**config.mk**
```make
export PLATFORM = sky130hd
export DESIGN_NAME = sssg_front
export DESIGN_NICKNAME = d
export VERILOG_FILES = /design/src/hdl/sssg_pkg.sv /design/src/hdl/sssg_front.sv
export SDC_FILE = /design/constraint.sdc
export NUM_CORES = 1
export LEC_CHECK = 0
export BUFFER_PORTS_ARGS = -buffer_cell sky130_fd_sc_hd__buf_4
export CORE_MARGIN = 2
export CORE_UTILIZATION = 52
export CTS_BUF_LIST = sky130_fd_sc_hd__clkbuf_8
export CTS_CLUSTER_DIAMETER = 40
export DETAILED_ROUTE_END_ITERATION = 7
export PLACE_DENSITY = 0.82
export SETUP_SLACK_MARGIN = 0.3
export SLEW_MARGIN = 5
export SYNTH_ARGS = -nofsm -noshare
export SYNTH_HDL_FRONTEND = slang
export SYNTH_SLANG_ARGS = --single-unit
```
**constraint.sdc**
```tcl
create_clock -name clk -period 13 [get_ports clk]
set_clock_uncertainty 0.2 [all_clocks]
set_input_delay 2.6 -clock clk [delete_from_list [all_inputs] [get_ports clk]]
set_output_delay 2.6 -clock clk [all_outputs]
set_load 0.03 [all_outputs]
```
**src/hdl/sssg_pkg.sv**
```systemverilog
`default_nettype none
package sssg_pkg;

  localparam int ATAN_LEN = 24;
  localparam logic signed [33:0] GAIN_Q30 = 34'sh026DD3B6A;

  typedef struct packed {
    logic signed [31:0] center_x;
    logic signed [31:0] center_y;
    logic signed [31:0] center_z;
    logic [30:0]        radius;
    logic [5:0]         segments;
  } in_item_t;

  typedef struct packed {
    logic signed [31:0] start_x;
    logic signed [31:0] start_y;
    logic signed [31:0] start_z;
    logic signed [31:0] end_x;
    logic signed [31:0] end_y;
    logic signed [31:0] end_z;
    logic               last;
  } out_item_t;

  // classified request handed from front to back
  typedef struct packed {
    logic signed [31:0] center_x;
    logic signed [31:0] center_y;
    logic signed [31:0] center_z;
    logic [30:0]        radius;
    logic [5:0]         steps;
    logic [31:0]        az_step;
    logic [31:0]        pol_step;
  } job_t;

  // angle step table, one entry per count 0..32
  typedef logic [32:0][31:0] step_tab_t;

  // CORDIC arctangent table, phase units (2^32 per turn)
  function automatic logic [31:0] atan_turn(input logic [4:0] i);
    logic [31:0] v;
    unique case (i)
      5'd0:  v = 32'h20000000;  5'd1:  v = 32'h12E4051E;
      5'd2:  v = 32'h09FB385B;  5'd3:  v = 32'h051111D4;
      5'd4:  v = 32'h028B0D43;  5'd5:  v = 32'h0145D7E1;
      5'd6:  v = 32'h00A2F61E;  5'd7:  v = 32'h00517C55;
      5'd8:  v = 32'h0028BE53;  5'd9:  v = 32'h00145F2F;
      5'd10: v = 32'h000A2F98;  5'd11: v = 32'h000517CC;
      5'd12: v = 32'h00028BE6;  5'd13: v = 32'h000145F3;
      5'd14: v = 32'h0000A2FA;  5'd15: v = 32'h0000517D;
      5'd16: v = 32'h000028BE;  5'd17: v = 32'h0000145F;
      5'd18: v = 32'h00000A30;  5'd19: v = 32'h00000518;
      5'd20: v = 32'h0000028C;  5'd21: v = 32'h00000146;
      5'd22: v = 32'h000000A3;  5'd23: v = 32'h00000051;
      default: v = 32'h0;
    endcase
    return v;
  endfunction

  // azimuth step floor(sqrt(floor((2^64-1)/n))): largest a with a*a*n <= 2^64-1
  function automatic step_tab_t build_az_tab();
    step_tab_t   t;
    logic [31:0] a, trial;
    logic [71:0] sq;
    t = '0;
    for (int n = 1; n <= 32; n++) begin
      a = '0;
      for (int b = 31; b >= 0; b--) begin
        trial = a | (32'd1 << b);
        sq = {40'd0, trial} * {40'd0, trial} * 72'(n);
        if (sq <= {8'd0, 64'hFFFFFFFFFFFFFFFF}) a = trial;
      end
      t[6'(n)] = a;
    end
    return t;
  endfunction

  // polar step floor(2^31/n): largest p with p*n <= 2^31
  function automatic step_tab_t build_pol_tab();
    step_tab_t   t;
    logic [31:0] p, trial;
    logic [71:0] pr;
    t = '0;
    for (int n = 1; n <= 32; n++) begin
      p = '0;
      for (int b = 31; b >= 0; b--) begin
        trial = p | (32'd1 << b);
        pr = {40'd0, trial} * 72'(n);
        if (pr <= 72'h80000000) p = trial;
      end
      t[6'(n)] = p;
    end
    return t;
  endfunction

  localparam step_tab_t AZ_STEP_TAB  = build_az_tab();
  localparam step_tab_t POL_STEP_TAB = build_pol_tab();

  function automatic logic [31:0] az_step_of(input logic [5:0] n);
    return AZ_STEP_TAB[n];
  endfunction

  function automatic logic [31:0] pol_step_of(input logic [5:0] n);
    return POL_STEP_TAB[n];
  endfunction

endpackage
`default_nettype wire

```
**src/hdl/sssg_front.sv**
```systemverilog
`default_nettype none
// Accepts requests, clamps the count, looks up angle steps, queues jobs.
module sssg_front #(
  parameter int MAX_STEPS = 32
) (
  input  wire logic              clk,
  input  wire logic              rst_n,
  input  wire logic              in_valid,
  output logic                   in_stall,
  input  wire sssg_pkg::in_item_t in_data,
  output logic                   job_valid,
  input  wire logic              job_take,
  output sssg_pkg::job_t         job_data
);
  import sssg_pkg::*;

  // two-entry queue
  job_t        q_r [2];
  logic [1:0]  cnt_r, cnt_nxt;
  logic        wp_r, rp_r;
  logic        acc, push, pop;
  logic [5:0]  n_cl;
  job_t        job_new;

  always_comb begin
    n_cl = (in_data.segments > 6'(MAX_STEPS)) ? 6'(MAX_STEPS) : in_data.segments;
    job_new.center_x = in_data.center_x;
    job_new.center_y = in_data.center_y;
    job_new.center_z = in_data.center_z;
    job_new.radius   = in_data.radius;
    job_new.steps    = n_cl;
    job_new.az_step  = az_step_of(n_cl);
    job_new.pol_step = pol_step_of(n_cl);
  end

  assign in_stall  = (cnt_r == 2'd2);
  assign acc       = in_valid && !in_stall;
  // zero count makes no job
  assign push      = acc && (n_cl != 6'd0);
  assign job_valid = (cnt_r != 2'd0);
  assign pop       = job_valid && job_take;
  assign job_data  = q_r[rp_r];
  assign cnt_nxt   = cnt_r + {1'b0, push} - {1'b0, pop};

  always_ff @(posedge clk) begin
    if (!rst_n) begin
      cnt_r <= '0;
      wp_r  <= 1'b0;
      rp_r  <= 1'b0;
    end else begin
      cnt_r <= cnt_nxt;
      if (push) wp_r <= !wp_r;
      if (pop)  rp_r <= !rp_r;
    end
  end

  always_ff @(posedge clk) begin
    if (push) q_r[wp_r] <= job_new;
  end
endmodule
`default_nettype wire

```
# Word-level counts from Yosys, hierarchy flattened
# Memories as Yosys holds them, arrays and structs flattened. A register that Yosys moved wholly into a read port is not among the register bits.
# Index checks and enable logic that the tools add are counted.
# W data, S select, Z words.
# totals
word_cells	26
rom_bits	4096
in_bits	137
memories	3
mem_bits_rw	394
output_inout_bits	199
reg_bits	4
# classes
reduce_logical	8
n_eq_ne	1
n_mux	7
add_sub_neg	2
n_lt_le_gt_ge	2
# memory_table
name	depth	width	rd	rd_clocked_by_memory_dff	wr	line	source
(name not given)	64	32	1	0	0	sssg_pkg.sv:104	return POL_STEP_TAB[n];
(name not given)	64	32	1	0	0	sssg_pkg.sv:100	return AZ_STEP_TAB[n];
q_r	2	197	1	1	1	sssg_front.sv:18	job_t q_r [2];
# op_table
cell	count
$mux W32	2
$lt A6 B7 Y1 const B	1
$gt A6 B6 Y1 const B	1
$mux W6	1
$reduce_bool A6 Y1	1
$mux W1	4
$logic_and A1 B1 Y1	3
$logic_not A1 Y1	3
$add A2 B1 Y2	1
$eq A2 B2 Y1 const B	1
$reduce_bool A2 Y1	1
$sub A2 B1 Y2	1

# Logic depth before layout (Yosys ltp)
# logic_depth
depth_word	6
depth_mapped	11

# Least setup slack after synthesis
# Ideal clock, no wire load.
# synth_path
kind	input -> register
startpoint	input in_data[0] (netlist bit)
endpoint	register wp_r
path_slack_ns	-0.121
stages	7
setup_time_ns	0.096
arrival_time_ns	12.824
path_cell_list	buf_2 nor2b_1 inv_1 ha_1 a311o_2 nor2_1 o21a_1
# synth_lines
element	line	source
start: declaration	sssg_front.sv:10	input wire sssg_pkg::in_item_t in_data,
end signal: assignment	sssg_front.sv:52	if (push) wp_r <= !wp_r;
end: declaration	sssg_front.sv:20	logic wp_r, rp_r;

==> flow_metrics.py <==
metrics = {
    "timing": {
        "slew_headroom": 0.3338,
        "setup_viol": 0,
        "fin_setup_tns_ns": 0,
        "fin_crit_ns": 6.622,
        "timing.final.crit_share": 0.5094,
        "rsz0062_at_grt": "no",
        "max_freq_ghz": 0.1510,
        "slew_viol_final": 0,
        "tightestPinTransition_ns": 0.9993,
        "hold_viol_final": 0,
    },
    "yosys": {
        "async_reset_ff_frac": 0,
        "syn-num-nets": 1242,
        "synth.avg_cell_area_sq_um": 15.56,
        "yosys_warnings": 0,
        "seq_area_frac_synth": 0.7024,
        "synth_ff_type": "edfxtp_1",
        "synthCells": 1092,
        "synth.distinct_cells": 61,
        "synth_common_cells": "edfxtp_1, mux2_2, a21oi_1",
        "netlist.area_leader.share": 0.6965,
        "synth_top_cell_by_area": "edfxtp_1",
        "synth_edf_count": 394,
        "synth.most_common_cell": "edfxtp_1",
        "synth_area_leaders": "edfxtp_1, mux2_2, a21oi_1",
        "syn_area_sq_mm": 0.01699,
        "synth_seq_cells": 399,
    },
    "clocking": {
        "clock_latency_ns": 0.58,
        "cts_root_buf": "clkbuf_8",
        "cts_setup_buffers": 0,
        "ctsResizeCount": 0,
        "clk_pin_slew_worst_paths_ns": 0.05,
        "cts.sinks": 399,
        "cts_buffer_depth": 3,
        "cts_tree": "done",
        "cts_buffers": 68,
        "cts_max_level": 3,
        "cts_hold_buf": 0,
    },
    "place": {
        "io_buffer_count": 335,
        "gp_congestion": 0.9726,
        "dp_hpwl_um": 28260,
    },
    "floorplan": {
        "initial_core_util": 0.5247,
        "chipHeight_um": 184.7,
        "rows": 66,
        "design.portCount": 336,
        "fp.dieArea_sq_mm": 0.03413,
        "coreArea_sq_mm": 0.03237,
        "fp.dieW_um": 184.7,
    },
    "power_and_ir_drop": {
        "total_power_uw": 4079,
        "switching_share": 0.3434,
        "p_clk_frac": 0.242,
        "pwr-share-seq": 0.412,
        "p_int_uw": 2678,
        "power.density_mw_per_mm2": 194.4,
        "power_frac_comb": 0.346,
        "leakagePower_uw": 0.007796,
        "peakVddDrop_uv": 133.5,
        "p_sw_uw": 1401,
    },
    "critical_path": {
        "critPathRequiredTime_ns": 13.00,
        "worstPathArrival_ns": 6.63,
        "crit_slowest_cell": "buf_4",
        "cp_num_buf_inv": 4,
        "cp_common_cell": "buf_4",
        "crit_family": "buffers and inverters",
        "path_class": "in2reg",
        "worstSetupEndpointType": "flop",
        "crit_chain": "buf_4 -> nor2b_1 -> inv_1 -> ha_1 -> a311o_2 -> nor2_4 -> buf_4 -> buf_4",
        "worstPathMaxFanout": 73,
        "cpPeakStageDelay_ns": 0.78,
        "worst_setup_path_start_kind": "primary input",
    },
    "finish": {
        "postLayoutCoreUtil": 0.6481,
        "drive_gt1_frac": 0.4320,
        "n_antenna_cell": 0,
        "syn2layout_area_growth_pct": 23.51,
        "nets": 1579,
    },
    "routing": {
        "drc_errors": 0,
        "drt_iter0_drc": 1298,
        "drtPass1Iterations": 5,
        "postRouteAntennaNets": 0,
        "routed_wl_um": 42700,
        "wl_per_cell_um": 22.25,
        "viasPerCell": 5.667,
        "vias": 10880,
    },
    "global_routing": {
        "grt_pass1_wl_um": 61940,
        "grt_use_total": 0.2419,
        "grt_max_degree": 93,
        "grt_pass1_vias": 10710,
        "overflow": 0,
        "antenna_found_initial": 1,
    },
    "flow_run": {
        "drv_cap": 0,
    },
    "worst_hold_path": {
        "hp-class": "reg2reg",
    },
    "outcome": {
        "status": "complete, no violations",
    },
}
==> cells in the final DEF (no fill, tap or decap), types with 4 or more instances in the layout <==
cell / count
o22ai_1: 9
a221oi_1: 6
nor2_1: 47
clkinv_1: 4
buf_4: 348
or2_2: 4
a21o_1: 10
a211oi_1: 8
a31oi_1: 10
o21bai_1: 5
o21ai_0: 47
dfxtp_1: 4
a311oi_1: 7
edfxtp_1: 394
clkbuf_8: 71
o31ai_1: 5
and2_1: 5
nor2b_1: 14
nand2_1: 41
mux2_2: 199
inv_1: 50
a21boi_0: 4
nor4_1: 5
o211ai_1: 11
a21oi_1: 54
nand2b_1: 21
nor3_1: 8
ha_1: 13
nand3_1: 12
==> layer usage <==
layer,track usage,share of wire,up-vias
met5,0,0.00042,-
met4,0.08857,0.031,2
met3,0.07864,0.10,106
met2,0.4069,0.49,593
met1,0.2923,0.38,5279
li1,-,-,4895
==> power groups by stage <==
stage | registers (uW) | clock network, uW | logic [uW]
floorplan | 1700 | 0 | 933
global placement | 1700 | 0 | 1410
detailed placement | 1710 | 0 | 1420
CTS | 1680 | 1020 | 1420
global route | 1700 | 1070 | 1480
finish | 1680 | 987 | 1410
==> stage by stage <==
step	setup slack [ns]	cell area (sq um)	std cells	hold slack, ns
final	6.378	20980	1919	0.3700
after global routing	6.111	20980	1919	0.4016
after CTS	6.393	20980	1919	0.3649
after detailed placement	5.751	19780	1801	0.3549
after global placement	5.982	19780	1801	0.3198
after floorplan	3.226	16990	1092	0.3042
==> logic make-up (layout without fill, tap and decap cells) <==
kind of cell	after synthesis	after routing	share of synthesized area
compound gates	205	205	0.07712
xor+xnor	4	4	0.002063
fa+ha+maj	13	13	0.009576
buf+inv	98	483	0.02703
flops	399	399	0.7024
mux	200	200	0.1325
simple gates	173	173	0.04928
==> path summary, 6_finish.rpt <==
check,startpoint,to,slack [ns],cells after the start
setup / recovery,in_data[0],q_r[1][91],6.38,8
hold / removal,rp_r,flop,0.37,2
setup reg to reg,cnt_r[1],q_r[1][91],9.66,5
hold reg to reg,rp_r,flop,0.37,2
==> cell type report <==
type,count,area [sq um]
clock buffers,71,977.2
clock inverters,47,227.7
fillers,2361,11390
inverters,17,63.81
multi-input cells,595,4611
flip-flops and latches,399,11940
well taps,442,553.0
repair buffers,348,2613
==> flip-flops by register name (all words and copies together) (netlist names), named ones only <==
register / count
cnt_r: 2
q_r: 394
rp_r: 1
wp_r: 1
==> worst register-to-register path, delay by kind of cell, from the launching register on <==
kind / cells / cell delay (ns)
buffers and inverters: 2 / 1.59
AO/OA/AOI/OAI: 1 / 0.42
AND/OR/NAND/NOR: 2 / 0.39
flip-flops: 1 / 0.32
No activity file was read; power rests on OpenSTA's default activity.
